===== src/rtl/core/lsra_pkg.sv =====
`timescale 1ns / 1ps
// Shared types and constants for the linear scan register allocator.
// No dependencies; every other file in rtl/core refers to this package.
package lsra_pkg;

   localparam int unsigned POS_W        = 16;
   localparam int unsigned ID_W         = 16;
   localparam int unsigned REG_IDX_W    = 4;
   localparam int unsigned SLOT_W       = 16;
   localparam int unsigned FREE_W       = 5;
   localparam int unsigned CFG_W        = 5;
   localparam int unsigned QUEUE_DEPTH  = 4;
   localparam int unsigned QPTR_W       = 2;
   localparam int unsigned QCNT_W       = 3;

   localparam logic [CFG_W-1:0]  ACTIVE_REGS_RESET = 5'd16;
   localparam logic [SLOT_W-1:0] SPILL_TOP         = 16'hFFFF;

   // Input transaction; var_id sits in the lowest bits.
   typedef struct packed {
      logic [POS_W-1:0] end_pos;
      logic [POS_W-1:0] start_pos;
      logic [ID_W-1:0]  var_id;
   } req_item_type;

   // Result data word; var_id_out sits in the lowest bits.
   typedef struct packed {
      logic [6:0]           pad;
      logic [FREE_W-1:0]    free_count;
      logic [SLOT_W-1:0]    spill_total;
      logic [SLOT_W-1:0]    spill_slot;
      logic [REG_IDX_W-1:0] reg_index;
      logic [ID_W-1:0]      var_id_out;
   } rsp_data_type;

endpackage


===== src/rtl/core/lsra_front.sv =====
`timescale 1ns / 1ps
// Intake stage of the allocator: registers each accepted interval and hands
// it to the queue. Depends on lsra_pkg.
module lsra_front (
   input  logic                  clock,
   input  logic                  reset,
   input  logic                  req_valid,
   output logic                  req_ready,
   input  lsra_pkg::req_item_type req_item,
   output logic                  push_valid,
   input  logic                  push_ready,
   output lsra_pkg::req_item_type push_item
);

   logic                   hold_valid_ff;
   logic                   hold_valid_in;
   lsra_pkg::req_item_type item_ff;
   logic                   take;

   assign req_ready  = !hold_valid_ff || push_ready;
   assign take       = req_valid && req_ready;
   assign push_valid = hold_valid_ff;
   assign push_item  = item_ff;

   always_comb begin
      hold_valid_in = hold_valid_ff;
      if (take) begin
         hold_valid_in = 1'b1;
      end else if (push_ready) begin
         hold_valid_in = 1'b0;
      end
   end

   always_ff @(posedge clock) begin
      if (reset) begin
         hold_valid_ff <= 1'b0;
      end else begin
         hold_valid_ff <= hold_valid_in;
      end
   end

   always_ff @(posedge clock) begin
      if (take) begin
         item_ff <= req_item;
      end
   end

endmodule


===== src/rtl/core/lsra_queue.sv =====
`timescale 1ns / 1ps
// Short first-in first-out queue of intervals between intake and allocation.
// Depends on lsra_pkg.
module lsra_queue (
   input  logic                  clock,
   input  logic                  reset,
   input  logic                  push_valid,
   output logic                  push_ready,
   input  lsra_pkg::req_item_type push_item,
   output logic                  pop_valid,
   input  logic                  pop_ready,
   output lsra_pkg::req_item_type pop_item
);

   lsra_pkg::req_item_type entries_ff [lsra_pkg::QUEUE_DEPTH];
   logic [lsra_pkg::QPTR_W-1:0] wr_ptr_ff, wr_ptr_in;
   logic [lsra_pkg::QPTR_W-1:0] rd_ptr_ff, rd_ptr_in;
   logic [lsra_pkg::QCNT_W-1:0] count_ff, count_in;
   logic                        do_push;
   logic                        do_pop;

   assign push_ready = count_ff != lsra_pkg::QCNT_W'(lsra_pkg::QUEUE_DEPTH);
   assign pop_valid  = count_ff != '0;
   assign pop_item   = entries_ff[rd_ptr_ff];
   assign do_push    = push_valid && push_ready;
   assign do_pop     = pop_valid && pop_ready;

   always_comb begin
      wr_ptr_in = do_push ? wr_ptr_ff + 1'b1 : wr_ptr_ff;
      rd_ptr_in = do_pop ? rd_ptr_ff + 1'b1 : rd_ptr_ff;
      count_in  = count_ff;
      if (do_push && !do_pop) begin
         count_in = count_ff + 1'b1;
      end else if (do_pop && !do_push) begin
         count_in = count_ff - 1'b1;
      end
   end

   always_ff @(posedge clock) begin
      if (reset) begin
         wr_ptr_ff <= '0;
         rd_ptr_ff <= '0;
         count_ff  <= '0;
      end else begin
         wr_ptr_ff <= wr_ptr_in;
         rd_ptr_ff <= rd_ptr_in;
         count_ff  <= count_in;
      end
   end

   always_ff @(posedge clock) begin
      if (do_push) begin
         entries_ff[wr_ptr_ff] <= push_item;
      end
   end

endmodule


===== src/rtl/core/lsra_back.sv =====
`timescale 1ns / 1ps
// Allocation stage: expires finished intervals, picks the lowest free register
// or a spill slot, and holds the result in an output register. Depends on lsra_pkg.
module lsra_back #(
   parameter int unsigned MAX_REGS = 16
) (
   input  logic                         clock,
   input  logic                         reset,
   input  logic                         csr_wr_en,
   input  logic [lsra_pkg::CFG_W-1:0]   csr_wr_data,
   input  logic                         pop_valid,
   output logic                         pop_ready,
   input  lsra_pkg::req_item_type       pop_item,
   output logic                         rsp_valid,
   input  logic                         rsp_ready,
   output lsra_pkg::rsp_data_type       rsp_data,
   output logic                         rsp_spilled
);

   localparam int unsigned PICK_W = (MAX_REGS > 1) ? $clog2(MAX_REGS) : 1;

   logic [lsra_pkg::CFG_W-1:0]  active_regs_ff;
   logic [MAX_REGS-1:0]         busy_ff, busy_in;
   logic [lsra_pkg::POS_W-1:0]  end_ff [MAX_REGS];
   logic [lsra_pkg::SLOT_W-1:0] spill_cnt_ff, spill_cnt_in;
   logic                        out_valid_ff, out_valid_in;
   lsra_pkg::rsp_data_type      out_data_ff, out_data_in;
   logic                        out_spilled_ff;

   logic [MAX_REGS-1:0]         eligible;
   logic [MAX_REGS-1:0]         expired;
   logic [MAX_REGS-1:0]         free_elig;
   logic [PICK_W-1:0]           pick;
   logic                        found;
   logic                        take;

   assign pop_ready   = !out_valid_ff || rsp_ready;
   assign take        = pop_valid && pop_ready;
   assign rsp_valid   = out_valid_ff;
   assign rsp_data    = out_data_ff;
   assign rsp_spilled = out_spilled_ff;

   for (genvar g = 0; g < MAX_REGS; g++) begin : g_reg
      assign eligible[g]  = int'(active_regs_ff) > g;
      assign expired[g]   = busy_ff[g] && (end_ff[g] <= pop_item.start_pos);
      assign free_elig[g] = eligible[g] && !(busy_ff[g] && !expired[g]);
   end

   always_comb begin
      pick = '0;
      for (int i = MAX_REGS - 1; i >= 0; i--) begin
         if (free_elig[i]) begin
            pick = PICK_W'(i);
         end
      end
   end

   assign found = |free_elig;

   always_comb begin
      busy_in      = busy_ff;
      spill_cnt_in = spill_cnt_ff;
      if (take) begin
         busy_in = busy_ff & ~expired;
         if (found) begin
            busy_in[pick] = 1'b1;
         end else if (spill_cnt_ff != lsra_pkg::SPILL_TOP) begin
            spill_cnt_in = spill_cnt_ff + 1'b1;
         end
      end
   end

   always_comb begin
      out_data_in             = '0;
      out_data_in.var_id_out  = pop_item.var_id;
      out_data_in.reg_index   = found ? lsra_pkg::REG_IDX_W'(pick) : '0;
      out_data_in.spill_slot  = found ? '0 : spill_cnt_ff;
      out_data_in.spill_total = spill_cnt_in;
      out_data_in.free_count  = lsra_pkg::FREE_W'($countones(free_elig) - int'(found));
   end

   always_comb begin
      out_valid_in = out_valid_ff;
      if (take) begin
         out_valid_in = 1'b1;
      end else if (rsp_ready) begin
         out_valid_in = 1'b0;
      end
   end

   always_ff @(posedge clock) begin
      if (reset) begin
         active_regs_ff <= lsra_pkg::ACTIVE_REGS_RESET;
         busy_ff        <= '0;
         spill_cnt_ff   <= '0;
         out_valid_ff   <= 1'b0;
      end else begin
         if (csr_wr_en) begin
            active_regs_ff <= csr_wr_data;
         end
         busy_ff      <= busy_in;
         spill_cnt_ff <= spill_cnt_in;
         out_valid_ff <= out_valid_in;
      end
   end

   always_ff @(posedge clock) begin
      if (take) begin
         out_data_ff    <= out_data_in;
         out_spilled_ff <= !found;
         if (found) begin
            end_ff[pick] <= pop_item.end_pos;
         end
      end
   end

   a_pick_marks_busy: assert property (@(posedge clock) disable iff (reset)
      take && found |=> busy_ff[$past(pick)])
      else $error("allocated register not marked busy");

   a_spill_advances: assert property (@(posedge clock) disable iff (reset)
      take && !found && spill_cnt_ff != lsra_pkg::SPILL_TOP
      |=> spill_cnt_ff == $past(spill_cnt_ff) + 1'b1)
      else $error("spill counter did not advance on spill");

   a_alloc_keeps_counter: assert property (@(posedge clock) disable iff (reset)
      take && found |=> $stable(spill_cnt_ff))
      else $error("spill counter moved on allocation");

   a_stall_holds_result: assert property (@(posedge clock) disable iff (reset)
      out_valid_ff && !rsp_ready |=> out_valid_ff && $stable(out_data_ff))
      else $error("pending result overwritten");

   a_spill_fields: assert property (@(posedge clock) disable iff (reset)
      take && found |=> !out_spilled_ff && out_data_ff.spill_slot == '0)
      else $error("allocated result carries a spill slot");

endmodule


===== src/rtl/core/linear_scan_register_allocator.sv =====
`timescale 1ns / 1ps
// Sustains one interval per clock cycle while rsp_tready does not stall it:
// each accepted transaction passes an intake register, a four-entry queue and
// the output register of the allocation stage before its result is offered.
// The allocation stage frees expired registers, picks the lowest free one and
// updates the busy flags, all in the same cycle, which sets the rate.
// Depends on lsra_pkg, lsra_front, lsra_queue and lsra_back.
module linear_scan_register_allocator #(
   parameter int unsigned MAX_REGS = 16
) (
   input  logic                       clock,
   input  logic                       reset,
   input  logic                       csr_wr_en,
   input  logic [lsra_pkg::CFG_W-1:0] csr_wr_data,
   input  logic                       req_tvalid,
   output logic                       req_tready,
   input  logic [47:0]                req_tdata,  // var_id, start_pos, end_pos
   output logic                       rsp_tvalid,
   input  logic                       rsp_tready,
   output logic [63:0]                rsp_tdata,  // var_id_out, reg_index,
                                                  // spill_slot, spill_total,
                                                  // free_count, zero fill
   output logic                       rsp_tuser   // spilled
);

   logic                   push_valid;
   logic                   push_ready;
   lsra_pkg::req_item_type push_item;
   logic                   pop_valid;
   logic                   pop_ready;
   lsra_pkg::req_item_type pop_item;
   lsra_pkg::rsp_data_type rsp_data;

   lsra_front u_front (
      .clock      (clock),
      .reset      (reset),
      .req_valid  (req_tvalid),
      .req_ready  (req_tready),
      .req_item   (lsra_pkg::req_item_type'(req_tdata)),
      .push_valid (push_valid),
      .push_ready (push_ready),
      .push_item  (push_item)
   );

   lsra_queue u_queue (
      .clock      (clock),
      .reset      (reset),
      .push_valid (push_valid),
      .push_ready (push_ready),
      .push_item  (push_item),
      .pop_valid  (pop_valid),
      .pop_ready  (pop_ready),
      .pop_item   (pop_item)
   );

   lsra_back #(
      .MAX_REGS (MAX_REGS)
   ) u_back (
      .clock       (clock),
      .reset       (reset),
      .csr_wr_en   (csr_wr_en),
      .csr_wr_data (csr_wr_data),
      .pop_valid   (pop_valid),
      .pop_ready   (pop_ready),
      .pop_item    (pop_item),
      .rsp_valid   (rsp_tvalid),
      .rsp_ready   (rsp_tready),
      .rsp_data    (rsp_data),
      .rsp_spilled (rsp_tuser)
   );

   assign rsp_tdata = rsp_data;

endmodule

===== config.mk =====
export PLATFORM = sky130hd
export DESIGN_NAME = linear_scan_register_allocator
export DESIGN_NICKNAME = d
export VERILOG_FILES = /design/src/rtl/core/lsra_pkg.sv /design/src/rtl/core/lsra_front.sv /design/src/rtl/core/lsra_queue.sv /design/src/rtl/core/lsra_back.sv /design/src/rtl/core/linear_scan_register_allocator.sv
export SDC_FILE = /design/constraint.sdc
export NUM_CORES = 1
export LEC_CHECK = 0
export BUFFER_PORTS_ARGS = -buffer_cell sky130_fd_sc_hd__buf_2
export CORE_AREA = 4 4 284 286
export CTS_CLUSTER_DIAMETER = 40
export CTS_CLUSTER_SIZE = 24
export DETAILED_ROUTE_END_ITERATION = 8
export DIE_AREA = 0 0 288 290
export GPL_TIMING_DRIVEN = 0
export RECOVER_POWER = 25
export SKIP_CTS_REPAIR_TIMING = 1
export SLEW_MARGIN = 30
export SYNTH_ARGS = -nofsm -noshare
export SYNTH_HDL_FRONTEND = slang
export SYNTH_SLANG_ARGS = --single-unit

===== constraint.sdc =====
create_clock -name clock -period 9.01 [get_ports clock]
set_input_delay 1.802 -clock clock [delete_from_list [all_inputs] [get_ports clock]]
set_output_delay 1.802 -clock clock [all_outputs]
set_load 0.02 [all_outputs]

==> metrics.cfg, run 1 <==
[cts]
cts_buffers = 83
clkLatencyLatePin_ps = 630
cts-root-buf = clkbuf_16
h-tree-depth = 3
cts_tree = yes
clock-sinks = 602
clk_pin_slew_ps = 60
clock_path_buffers = 3

[place]
dp.cells = 2957
gp_congestion = 0.874
port_buffers = 115
dp_hpwl_mm = 42.4
place_ws_ps = -551

[pwr]
cellPowerDensity_nw_per_um2 = 313
vdd_drop_max_mv = 0.213
p_leak_nw = 12.1

[timing]
period_share = 0.949
timing.final.ws_setup_ps = 456
worstMarginPinSlew_ps = 1810
setup_viol = 0
min_period_ps = 8550
slew_viol_final = 42
hold_viol = 0
rsz0062_at_grt = false
skew_ps = 40.2
relSlewSlack = -0.209
fmax_ghz = 0.117
setup_tns_ps = 0

[logic_synthesis]
yosys.area_share.simple = 0.0674
ys_seq_elements = 602
synth.area.mux_share = 0.0444
synth_compound_area_frac = 0.0746
synth_xor_xnor_area_share = 0.00547
synth-edff-count = 554
seq_area_frac_synth = 0.647
syn-cell-area_sq_um = 27200
synthAdderAreaFrac = 0.141
synth-async-reset-ratio = 0
synthCells = 1777
synth_top_family_by_area = adder cells
yosys_warnings = 0
avgSynthCellArea_sq_um = 15.3
synth-main-ff-cell = edfxtp_1
netlist-cell-type-count = 76

[route]
first_iter_violations = 1093
wl_per_cell_um = 21.2
viasPerCell = 5.16
vias = 16000
first_pass_iters = 5
drtAntennaViolNets = 0
drc = 0
drt_wl_total_mm = 66.1

[floorplan]
fp.dieH_um = 290
core_area_sq_um = 78400
fp-row-count = 103
start_util = 0.347
dieArea_sq_um = 83500
ios = 125
die_x_um = 288

[grt]
grt_pass1_wl_mm = 99.9
track_usage = 0.158
grt_pass1_vias = 16900
grt_max_degree = 41
antenna_found_initial = 3
gr-total-overflow = 0

[status]
status = finished with violations
failed_checks = max-capacitance violations, max-slew violations

[finish]
drive_above_1_share = 0.188
antenna_cells = 0
final_cells = 3112
syn2layout_area_growth_pct = 18.9
nNetsFinal = 2350
fillCellCount = 7189

[worst_setup_path]
crit_fanout = 16
end_kind = flip-flop
critPathRequiredTime_ps = 9390
start_kind = flip-flop
arrival_ps = 8940
worstSetupPathType = reg2reg
r2r_slack_ps = 460

[worst_hold_path]
holdCritPathClass = reg2reg

[job]
maxCapViolCount = 2

[per-stage QoR]
step,utilization,hold slack (ps),power (W),area [sq um]
2_1_floorplan,-,435,0.00558,27200
3_3_place_gp,0.372,456,0.00663,29100
3_5_place_dp,0.375,474,0.00675,29400
4_1_cts,0.413,482,0.0102,32300
5_1_grt,0.413,501,0.0107,32300
6_report,0.413,488,0.0101,32300
[power by group]
group | internal (W) | total [W] | switching [W]
clock network | 0.00211 | 0.00345 | 0.00134
logic | 0.000991 | 0.00301 | 0.00202
registers | 0.00357 | 0.00367 | 0.000100
total | 0.00667 | 0.0101 | 0.00346
[cells in the mapped netlist (all sizes together), types with 4 or more instances]
cell / instances / area [sq um]
a21boi: 5 / 37.5
nor2b: 10 / 62.6
o22ai: 9 / 75.1
a211oi: 19 / 143
ha: 285 / 3570
o21ai: 55 / 279
and4: 7 / 61.3
and2: 35 / 219
nand3: 33 / 165
and3: 6 / 37.5
nand4: 53 / 338
mux4: 48 / 1080
a2111oi: 4 / 35.0
nor2: 78 / 293
xnor2: 8 / 70.1
xor2: 9 / 78.8
o211ai: 14 / 105
o32ai: 5 / 43.8
o2111ai: 4 / 35.0
o21bai: 5 / 37.5
a21oi: 95 / 475
mux2i: 6 / 60.1
a31oi: 9 / 62.6
a21o: 40 / 300
fa: 13 / 260
dfxtp: 48 / 961
or3: 6 / 37.5
clkbuf: 20 / 75.1
edfxtp: 554 / 16600
nor3: 20 / 105
nand2b: 11 / 68.8
mux2: 6 / 67.6
buf: 14 / 81.3
a211o: 7 / 61.3
o221ai: 5 / 43.8
inv: 107 / 402
o21a: 8 / 60.1
nor4: 14 / 103
nand2: 62 / 233
[layer usage]
| layer | up-vias | part of all wire | global-route usage |
|---|---|---|---|
| li1 | 7422 | - | - |
| met5 | - | 0 | 0 |
| met4 | 0 | 0.037 | 0.0644 |
| met1 | 8017 | 0.43 | 0.204 |
| met3 | 137 | 0.052 | 0.0270 |
| met2 | 471 | 0.48 | 0.263 |
[sequential cells by signal, summed over array words and instances, names as in the netlist, named ones only]
name	count
u_back.active_regs_ff	5
u_back.busy_ff	16
u_back.end_ff	256
u_back.rsp_data	57
u_back.rsp_spilled	1
u_back.rsp_valid	1
u_back.spill_cnt_ff	16
u_front.push_item	48
u_front.push_valid	1
u_queue.count_ff	3
u_queue.entries_ff	192
u_queue.rd_ptr_ff	2
u_queue.wr_ptr_ff	2
[logic make-up (layout without fill, tap and decap cells)]
kind of cell,Yosys count,after routing
AOI/OAI and AO/OA,308,308
xor gates and xnor gates,17,17
adders and majority gates,298,298
buffers and inverters,142,421
DFF,602,602
muxes,60,60
other,1,7
and+or+nand+nor,349,349
[critical path, cell delays in order (launching register included)]
cell	delay, ps
dfxtp_1	340
clkbuf_1	500
mux4_2	360
clkinvlp_4	490
ha_1	520
nand3_1	90
o221ai_1	180
a21o_1	140
a21o_1	110
a21o_1	110
a21oi_1	60
a211oi_1	620
a21boi_0	370
inv_1	120
ha_1	190
o211ai_1	250
nor3_4	480
clkbuf_1	480
inv_1	260
ha_1	360
inv_1	50
fa_1	440
fa_1	490
fa_1	560
ha_1	170
inv_1	50
fa_1	480
inv_1	40
[path summary, 6_finish.rpt]
kind / startpoint / to / cells after the start
worst max-delay path: flip-flop / u_back.rsp_data[54]$_DFFE_PP_ / 27
worst min-delay path: u_back.busy_ff[0]$_SDFFE_PP0P_ / u_back.busy_ff[0]$_SDFFE_PP0P_ / 2
worst max register to register: flip-flop / u_back.rsp_data[54]$_DFFE_PP_ / 27
worst min register to register: u_back.busy_ff[0]$_SDFFE_PP0P_ / u_back.busy_ff[0]$_SDFFE_PP0P_ / 2
[layout make-up]
cell class / instances / area (sq um) / share of cell area
Clock buffer: 92 / 2150 / 0.0666
Timing Repair Buffer: 126 / 746 / 0.0231
Inverter: 108 / 409 / 0.0127
Multi-Input combinational cell: 1039 / 9130 / 0.282
Tap cell: 1050 / 1310 / 0.0406
Sequential cell: 602 / 17600 / 0.544
Clock inverter: 61 / 828 / 0.0256
Buffer: 34 / 166 / 0.00515
[cell usage in the layout, fill, tap and decap left out, types with 9 or more instances in the layout]
cell type	Yosys	routed
edfxtp_1	554	554
ha_1	285	285
buf_2	2	116
a21oi_1	95	95
inv_1	106	91
clkbuf_16	0	85
nor2_1	78	62
nand2_1	62	62
nand4_1	52	52
o21ai_0	53	52
mux4_2	48	48
dfxtp_1	48	48
a21o_1	40	40
nand3_1	33	33
and2_1	35	31
clkbuf_1	20	28
nor3_1	19	19
a211oi_1	19	19
nor2_2	0	16
inv_2	1	15
o211ai_1	14	14
nor4_1	13	13
fa_1	13	13
inv_6	0	13
nand2b_1	11	11
bufinv_16	0	11
nor2b_1	10	10
clkinvlp_4	0	9
xor2_1	9	9
buf_4	7	9
inv_8	0	9
(Power assumes the default switching activity.)
==> run 2: changes to the inputs <==
==> constraint.sdc (replaced) <==
create_clock -name clock -period 7.7 [get_ports clock]
set_input_delay 1.54 -clock clock [delete_from_list [all_inputs] [get_ports clock]]
set_output_delay 1.54 -clock clock [all_outputs]
set_load 0.02 [all_outputs]
==> run 2 against run 1 <==
Against the previous run:
- the run now ends clean
- clock power rose by 17%
- design area rose by 0.53%
- combinational power rose by 19%
- non-clock buffer count rose by 7
- clock skew fell by 1.9 ps
- maximum frequency rose by 16%
- total power rose by 18%
- sequential cell count did not move
- worst hold slack barely moved
- utilization rose by 0.22 points
- first-iteration DRC count fell by 1.6%
==> metrics.cfg, run 2 (synthesis results as in run 1) <==
[floorplan]
die_x_um = 288  ; unchanged
fp.dieH_um = 290  ; unchanged
fp-row-count = 103  ; unchanged
dieArea_sq_um = 83500  ; unchanged
core_area_sq_um = 78400  ; unchanged
start_util = 0.347  ; unchanged
ios = 125  ; unchanged

[route]
drc = 0  ; unchanged
viasPerCell = 5.16  ; +0.13%
first_iter_violations = 1075  ; -1.6%
first_pass_iters = 5  ; unchanged
vias = 16100  ; +0.36%
drt_wl_total_mm = 66.2  ; +0.18%
drtAntennaViolNets = 0  ; unchanged
wl_per_cell_um = 21.2  ; about the same

[cts]
clk_pin_slew_ps = 60  ; about the same
clock-sinks = 602  ; unchanged
h-tree-depth = 3  ; unchanged
cts-root-buf = clkbuf_16
clkLatencyLatePin_ps = 630  ; about the same
cts_buffers = 83  ; unchanged
cts_tree = yes
clock_path_buffers = 3  ; unchanged

[timing]
setup_tns_ps = 0  ; unchanged
slew_viol_final = 0  ; -100%
period_share = 0.958  ; +0.00894
worstMarginPinSlew_ps = 931  ; -881 ps
min_period_ps = 7380  ; -1170 ps
setup_viol = 0  ; unchanged
hold-worst-slack_ps = 488  ; +0.418 ps
fmax_ghz = 0.136  ; +16%
timing.final.ws_setup_ps = 321  ; -135 ps
skew_ps = 38.3  ; -1.91 ps
relSlewSlack = 0.379  ; +0.587
hold_viol = 0  ; unchanged

[finish]
drive_above_1_share = 0.198  ; +0.0100
syn2layout_area_growth_pct = 19.5
layout_commonest_cell = edfxtp_1
layout_common_cells = edfxtp_1, ha_1, buf_2, a21oi_1, inv_1
largest_reg_flops = 256  ; unchanged
antenna_cells = 0  ; unchanged
largest-register = u_back.end_ff
nNetsFinal = 2357  ; +0.30%
final_util = 0.415  ; +0.00217

[place]
gp_congestion = 0.874  ; unchanged
port_buffers = 115  ; unchanged
dp_hpwl_mm = 42.4  ; unchanged
place_ws_ps = -1860  ; -1310 ps

[worst_hold_path]
holdCritPathClass = reg2reg

[grt]
gr-total-overflow = 0  ; unchanged
grt_pass1_vias = 16900  ; unchanged
track_usage = 0.158  ; unchanged
grt_max_degree = 41  ; unchanged
antenna_found_initial = 3  ; unchanged
grt_pass1_wl_mm = 99.9  ; unchanged
use_met1 = 0.204  ; unchanged
grt.busiest_layer = met2
use_met2 = 0.263  ; unchanged
met3_usage = 0.0270  ; unchanged

[job]
maxCapViolCount = 0  ; -2

[worst_setup_path]
start_kind = flip-flop
crit_slowest_cell = mux4_2
worstSetupPathType = reg2reg
crit_fanout = 16  ; unchanged
critPathRequiredTime_ps = 8070  ; -1320 ps
path_common_cell = a21o_1
arrival_ps = 7750  ; -1190 ps
max_stage_delay_ps = 590  ; -30 ps
end_kind = flip-flop

[status]
status = finished clean

[pwr]
p_leak_nw = 12.1  ; +0.65%
cellPowerDensity_nw_per_um2 = 366  ; +17%
vdd_drop_max_mv = 0.248  ; +16%

## run 2: worst paths after layout
kind	start	to	slack, ps	depth (start not counted)
worst max-delay path	flip-flop	u_back.rsp_data[56]$_DFFE_PP_	320	29
worst min-delay path	u_back.busy_ff[0]$_SDFFE_PP0P_	u_back.busy_ff[0]$_SDFFE_PP0P_	490	2
worst max register to register	flip-flop	u_back.rsp_data[56]$_DFFE_PP_	320	29
worst min register to register	u_back.busy_ff[0]$_SDFFE_PP0P_	u_back.busy_ff[0]$_SDFFE_PP0P_	490	2
## run 2: worst max-delay path: cells and delay by family, from the launching register on
kind | cells | cell delay, ps
buf+inv | 8 | 1260
flops | 1 | 340
mux | 1 | 590
xor+xnor | 1 | 80
compound gates | 11 | 2190
fa+ha+maj | 7 | 2520
simple gates | 1 | 130
## run 2: power by group
part / total [W] / switching [W] / leakage (nW) / internal, W
clock: 0.00403 / 0.00157 / 1.43 / 0.00247
sequential: 0.00430 / 0.000118 / 5.49 / 0.00418
combinational: 0.00358 / 0.00239 / 5.21 / 0.00119
total: 0.0119 / 0.00407 / 12.1 / 0.00784
## run 2: cell type report
| class | count | area, sq um |
|---|---|---|
| Buffer | 34 | 178 |
| Clock buffer | 92 | 2150 |
| Clock inverter | 61 | 828 |
| Fill cell | 7173 | 45800 |
| Inverter | 108 | 438 |
| Multi-Input combinational cell | 1039 | 9200 |
| Sequential cell | 602 | 17600 |
| Tap cell | 1050 | 1310 |
| Timing Repair Buffer | 133 | 806 |
## run 2: layer usage
metal,share of wire,wire [um],up-vias
li1,-,-,7443
met1,0.43,28100,8054
met2,0.49,32100,476
met3,0.054,3590,131
met4,0.035,2350,0
met5,0,0,-
## run 2: stage by stage
stage / cell area (sq um) / total power (W) / std cells
after floorplan: 27200 / 0.00653 / 1783
after global placement: 29100 / 0.00776 / 2948
after detailed placement: 29400 / 0.00790 / 2957
after CTS: 32300 / 0.0120 / 3110
after global routing: 32500 / 0.0125 / 3119
final: 32500 / 0.0119 / 3119
